$ cat src/tccw_pkg.sv
package tccw_pkg;

  // Screen geometry
  localparam int COLUMNS      = 80;
  localparam int ROWS         = 25;
  localparam int CELL_COUNT   = COLUMNS * ROWS;
  localparam int SCROLL_COUNT = COLUMNS * (ROWS - 1);

  localparam int COL_W  = $clog2(COLUMNS);
  localparam int ROW_W  = $clog2(ROWS);
  localparam int ADDR_W = $clog2(CELL_COUNT);

  // Field widths
  localparam int CMD_W  = 2;
  localparam int CHAR_W = 8;
  localparam int ATTR_W = 8;
  localparam int LOC_W  = 11;
  localparam int CELL_W = 16;

  localparam int IN_TDATA_W  = 24;
  localparam int OUT_TDATA_W = 32;

  localparam int TAB_STEP = 8;

  // Command codes
  localparam logic [CMD_W-1:0] CMD_PUT   = 2'd0;
  localparam logic [CMD_W-1:0] CMD_READ  = 2'd1;
  localparam logic [CMD_W-1:0] CMD_CLEAR = 2'd2;

  // Character codes
  localparam logic [CHAR_W-1:0] CHR_BS       = 8'h08;
  localparam logic [CHAR_W-1:0] CHR_TAB      = 8'h09;
  localparam logic [CHAR_W-1:0] CHR_LF       = 8'h0A;
  localparam logic [CHAR_W-1:0] CHR_CR       = 8'h0D;
  localparam logic [CHAR_W-1:0] CHR_PRINT_LO = 8'h20;
  localparam logic [CHAR_W-1:0] CHR_PRINT_HI = 8'h7F;
  localparam logic [CHAR_W-1:0] BLANK_CHAR   = 8'h20;

  localparam logic [ATTR_W-1:0] RESET_ATTR  = 8'h0F;
  localparam logic [CELL_W-1:0] RESET_BLANK = {RESET_ATTR, BLANK_CHAR};

  // Controller to datapath
  typedef struct packed {
    logic exec;        // run the latched item
    logic scroll_step; // one step of the row copy
    logic fill_step;   // blank one cell
    logic fill_reset;  // blank with the power-on attribute
    logic out_load;    // load the result word
  } tccw_cmd_t;

  // Datapath to controller
  typedef struct packed {
    logic [CMD_W-1:0] item_cmd;
    logic             scroll_need;
    logic             scroll_last;
    logic             fill_last;
    logic             out_free;
  } tccw_stat_t;

endpackage

$ cat src/tccw_ctrl.sv
module tccw_ctrl (
  input  logic                clk,
  input  logic                rst_n,
  input  logic                in_valid,
  output logic                in_ready,
  input  tccw_pkg::tccw_stat_t st,
  output tccw_pkg::tccw_cmd_t  cmd
);

  typedef enum logic [5:0] {
    S_INIT   = 6'b000001,
    S_IDLE   = 6'b000010,
    S_EXEC   = 6'b000100,
    S_SCROLL = 6'b001000,
    S_FILL   = 6'b010000,
    S_DONE   = 6'b100000
  } state_t;

  state_t state_r, state_nxt;

  always_ff @(posedge clk) begin
    if (!rst_n) begin
      state_r <= S_INIT;
    end else begin
      state_r <= state_nxt;
    end
  end

  always_comb begin
    state_nxt = state_r;
    cmd       = '0;
    in_ready  = 1'b0;
    case (state_r)
      S_INIT: begin
        cmd.fill_step  = 1'b1;
        cmd.fill_reset = 1'b1;
        if (st.fill_last) state_nxt = S_IDLE;
      end
      S_IDLE: begin
        in_ready = 1'b1;
        if (in_valid) state_nxt = S_EXEC;
      end
      S_EXEC: begin
        cmd.exec = 1'b1;
        case (st.item_cmd)
          tccw_pkg::CMD_PUT:   state_nxt = st.scroll_need ? S_SCROLL : S_DONE;
          tccw_pkg::CMD_CLEAR: state_nxt = S_FILL;
          default:             state_nxt = S_DONE;
        endcase
      end
      S_SCROLL: begin
        cmd.scroll_step = 1'b1;
        if (st.scroll_last) state_nxt = S_FILL;
      end
      S_FILL: begin
        cmd.fill_step = 1'b1;
        if (st.fill_last) state_nxt = S_DONE;
      end
      S_DONE: begin
        // hold until the output word is free
        if (st.out_free) begin
          cmd.out_load = 1'b1;
          state_nxt    = S_IDLE;
        end
      end
      default: state_nxt = S_INIT;
    endcase
  end

endmodule

$ cat config.mk
export PLATFORM = sky130hd
export DESIGN_NAME = tccw_ctrl
export DESIGN_NICKNAME = d
export VERILOG_FILES = /design/src/tccw_pkg.sv /design/src/tccw_ctrl.sv
export SDC_FILE = /design/constraint.sdc
export NUM_CORES = 1
export LEC_CHECK = 0
export BUFFER_PORTS_ARGS = -buffer_cell sky130_fd_sc_hd__buf_2
export CORE_AREA = 2 2 39 41
export DETAILED_ROUTE_END_ITERATION = 10
export DIE_AREA = 0 0 41 43
export GPL_ROUTABILITY_DRIVEN = 0
export PLACE_DENSITY = 0.66
export SLEW_MARGIN = 20
export SYNTH_ARGS = -nofsm -noshare
export SYNTH_HDL_FRONTEND = slang
export SYNTH_SLANG_ARGS = --single-unit
$ cat constraint.sdc
create_clock -name clk -period 4.1 [get_ports clk]
set_input_delay 0.82 -clock clk [delete_from_list [all_inputs] [get_ports clk]]
set_output_delay 0.82 -clock clk [all_outputs]
set_load 0.01 [all_outputs]
Word level (Yosys, flattened, before mapping)
Index checks and enable logic that the tools add are counted.
{ "totals": {"output_inout_bits": 6, "inputBits": 9, "word_cells": 31, "register_bits": 6} }
{ "op_classes": {"n_reduce_logical": 3, "n_eq_ne": 12, "mux": 15} }
{ "op_table": {"columns": ["cell", "n"], "rows": [
  ["2-to-1 mux 6 bit", 6],
  ["case mux 6 bit (6 select lines)", 1],
  ["case mux 6 bit (2 select lines)", 1],
  ["!= test 2 bit (second input constant)", 5],
  ["2-to-1 mux 1 bit", 7],
  ["== test 6 x 1 -> 1 bit (second input constant)", 1],
  ["== test 6 x 2 -> 1 bit (second input constant)", 1],
  ["== test 6 x 3 -> 1 bit (second input constant)", 1],
  ["== test 6 x 4 -> 1 bit (second input constant)", 1],
  ["== test 6 x 5 -> 1 bit (second input constant)", 1],
  ["== test 6 bit (second input constant)", 1],
  ["AND reduction 5 bit", 1],
  ["== test 2 bit (second input constant)", 1],
  ["zero test 2 bit", 1],
  ["OR reduction 2 bit", 1]
]} }

Depth between registers and ports, before layout
{ "logic_depth": {"depth_word": 3, "ltp_mapped": 7, "depth_no_buf": 5} }

Worst setup path before layout
OpenSTA, ideal clock, no wires.
{ "synth_path": {"kind": "register to output", "startpoint": "register state_r[5]", "endpoint": "output port cmd[1] (netlist name)", "t_required_ps": 3280, "arrival_time_ps": 1354, "n_path_buf": 1, "slack_ps": 1926, "path_stages_with_launch": 4, "cell_sequence": "dfxtp_1 buf_4 or4_4 nor3b_1"} }
{ "synth_rtl": {"columns": ["item", "line", "rtl"], "rows": [
  ["start, declared", "tccw_ctrl.sv:19", "state_t state_r, state_nxt;"],
  ["start signal, assigned", "tccw_ctrl.sv:25", "state_r <= state_nxt;"],
  ["end, declared", "tccw_ctrl.sv:7", "output tccw_pkg::tccw_cmd_t cmd"]
]} }

==> reports/summary.md <==
The detail route stage leaves a number of antenna-violating nets equal to 0. Clock tree synthesis found a total of 6 sinks. Ranked by flip-flop count, first place goes to state_r. In this run the critical register-to-register path is captured at state_r[4]. For the pin with the worst max-slew slack, the measured transition is 0.599 ns. The number of levels in the clock H-tree is 1, and the clock transition at the register clock pins on the worst setup and hold paths after CTS is 0.05 ns. Dividing the final minimum period by the clock period gives 61.0%. The critical path is of the reg -> out type. The tools report the number of placed I/O pins as 15. The net count of the mapped netlist is 65, and the wire length per cell is 12.7 um. Headroom to the max-slew limit came out at 59.7%. The most critical setup path has its startpoint at state_r[2]. From bottom edge to top edge, the die measures 43 um. The clock period minus worst slack was 2.50 ns; the reg2reg setup slack was 2.32 ns. After floorplanning, the core was divided into 14 placement rows.

The tools report the launching element type of the critical path as a flop. The setup violation total in the final timing report came out at 0. Clock tree synthesis inserted a total of 3 buffers. The initial core utilization came out at 34.8%. The min-delay analysis places its worst path in the category reg -> reg. The area growth from synthesis to layout is 15.8%. The die covers 1760 um^2. The total standard cell area after synthesis was 482 um^2; the vias per cell was 5.49. In this run the power spent charging and discharging nets is 107 uW. For the final database, setup skew stands at 0.00615 ns. The layout has 148 filler cells. Adding up every negative setup slack in the final design gives 0 ns. The share of total power in the clock network was 21.1%; the sequential-to-total area share from yosys stat was 24.9%.

Per report_power, the sequential group accounts for 35.3% of the total. The fraction of layout instances using a drive strength above 1 is 38.2%. In this run the critical register-to-register path is launched from state_r[0]. Timing would allow up to 400 MHz. The via count of the first global-routing pass is 428, and the data required time at the worst endpoint is 3.28 ns.

Combinational logic burns 43.6% of the power. The repair_antennas step left the layout with diodes totalling 0. The run gives 0.25 ns as the clock latency of the later-clocked register in the worst-skew pair. The top fanout value on the critical path came out at 10.

TritonCTS built the clock tree. Synthesis produced a netlist whose cell count is 56. Summed over all layers, the global routing overflow is 0. Of the post-synthesis cell area, the dominant cell type holds 24.9%. Buffers added to address setup during post-CTS repair amount to 0. The run gives 0 as the number of hold violations in the final report.

The total of hold buffers inserted after clock tree synthesis was 0. STA classifies the critical path endpoint as an output pin. In this run, the number of DRC markers left after iteration 0 of detailed routing was 4. The run gives 35 as the count of cell types in the netlist. The leakage power of the design was 0.000243 uW. The count of cells along the worst hold path is 2, and the number of max-slew violations in the final report is 0.

Detailed-route via count: 461. The port buffer count came out at 14. Yosys attributes the largest share of cell area to dfxtp_1 25%, nor2_1 5.5%, nor4b_4 4.9%.

At the end of the flow, the number of nets in the layout was 79. The reported max-cap violation count is 0, and the worst endpoint data arrival time is 1.68 ns. The most used flip-flop cell after synthesis is dfxtp_1. The depth of the worst register-to-register path is 4, and the instance area at placement is 536 um^2. The worst hold path terminates at state_r[5].

Global routing consumed, over all layers together, 15.9% of the routing resources. The largest voltage drop on the vdd net was 0.214 mV; the number of flops mapped to enable cells by yosys was 0. By count the netlist is led by 7 x nor2_1, 6 x dfxtp_1, 3 x a31oi_1.

In this run switching power makes up 40.1% of total power. The startpoint of the lowest-slack hold path was state_r[5]. The run gives 11 as the maximum number of pins on one net before global-route repair. Setup repair after global routing left no endpoint under its margin. The register with the most flip-flops in the layout has 6 of them. Among all cell types in the netlist, the one instantiated most often is nor2_1. Once the clock tree was built, the resizer swapped 0 gates to a different size. The average cell area after synthesis was 8.60 um^2. Of all flip-flops after synthesis, the portion carrying an async set or reset was 0%. First-pass GRT wire length: 1.88 mm. Cell internal power was estimated by the tool at 160 uW. The first TritonRoute pass finished after 3 iterations. The largest total area in the synthesized netlist belongs to dfxtp_1. Measured along the x axis, the die boundary spans 41 um. After floorplanning, the core was sized to cover 1380 um^2. After routing the design area is 558 um^2. The count of synthesis-stage warnings from yosys came out at 0. The run gives 810 um as the sum of net half-perimeters after detailed placement. The flow ran to the end, and the final reports show no timing, DRC or antenna violations.

After detailed routing, the number of remaining DRC violations is 0. Power spread over the standard cell area amounts to 479 nW/um^2. Initial antenna violation count: 0. Summed over all layers, the routed wires come to 1.07 mm. The cell sitting at the root of the clock tree is a clkbuf_4. The largest registers in the layout are state_r: 6 flops. Counting flops and latches in the post-synthesis netlist gives 6.

The number of buffers between clock root and the deepest sink was 2.
-- stage by stage --
| stage | hold WS (ns) | total power (uW) | std cells | setup WS [ns] | util, % |
|---|---|---|---|---|---|
| 2_1_floorplan | 0.609 | 186 | 56 | 1.93 | - |
| 3_3_place_gp | 0.631 | 212 | 81 | 1.91 | 38.7 |
| 3_5_place_dp | 0.662 | 211 | 81 | 1.86 | 38.7 |
| 4_1_cts | 0.680 | 269 | 84 | 1.59 | 40.3 |
| 5_1_grt | 0.742 | 289 | 84 | 1.48 | 40.3 |
| 6_report | 0.689 | 267 | 84 | 1.60 | 40.3 |
-- cells in the final DEF (no fill, tap or decap) --
master and n:
and4b_2 2, and3_1 1, buf_2 14, o21ai_0 1, nor3b_1 2, nor4_1 2, or4_4 1, a21oi_1 1
nand2_1 1, nor2_1 7, xor2_1 2, o22a_1 1, dfxtp_1 6, xnor2_1 1, nor2b_1 1, o31ai_1 1
nand3b_1 1, nor4_2 1, and2_1 1, a21o_2 1, nor3_2 1, nor4b_1 1, nor3_1 2, or3_2 1
a311oi_1 1, a21o_1 1, nand4_1 1, clkbuf_4 3, nor4b_4 1, a31oi_1 3, nand3_1 1, or3_1 1
or4b_4 1, inv_1 2
-- per-layer routing --
metal  vias to the layer above  global-route usage (%)  share of wire, %
li1                        235                       -                 -
met2                        10                    22.8                51
met3                         2                    4.71               3.6
met5                         -                       0                 0
met1                       214                    20.6                44
met4                         0                    8.00               1.4
-- area by class of cell --
class	count	area [um^2]	share of cell area [%]
Timing Repair Buffer	14	70.1	12.6
Sequential cell	6	120	21.5
Inverter	2	7.51	1.35
Tap cell	16	20.0	3.59
Multi-Input combinational cell	43	318	57.0
Clock buffer	3	22.5	4.04
-- power by group through the flow --
stage / clock network, uW / registers, uW / logic [uW]
2_1_floorplan: 0 / 70.9 / 115
5_1_grt: 59.8 / 97.7 / 131
3_3_place_gp: 0 / 94.8 / 117
6_report: 56.5 / 94.2 / 117
4_1_cts: 58.1 / 93.9 / 117
3_5_place_dp: 0 / 95.2 / 116
-- worst max-delay path by stage --
stage	cells after the start	slack (ns)	to
2_1_floorplan	3	1.93	cmd[1]
3_3_place_gp	3	1.91	cmd[1]
3_5_place_dp	3	1.86	in_ready
4_1_cts	3	1.59	in_ready
5_1_grt	3	1.48	in_ready
6_report	3	1.60	cmd[1]
-- worst max-delay path, stage by stage, from the launching register on --
cell	delay [ns]
dfxtp_1	0.40
or4_4	0.60
nor3b_1	0.25
buf_2	0.18
-- cell families after synthesis --
group                  synth area share [%]
flip-flops                             24.9
XOR/XNOR                               5.46
buffers and inverters                  9.09
AND/OR/NAND/NOR                        46.0
AO/OA/AOI/OAI                          14.5
(Power assumes the default switching activity.)
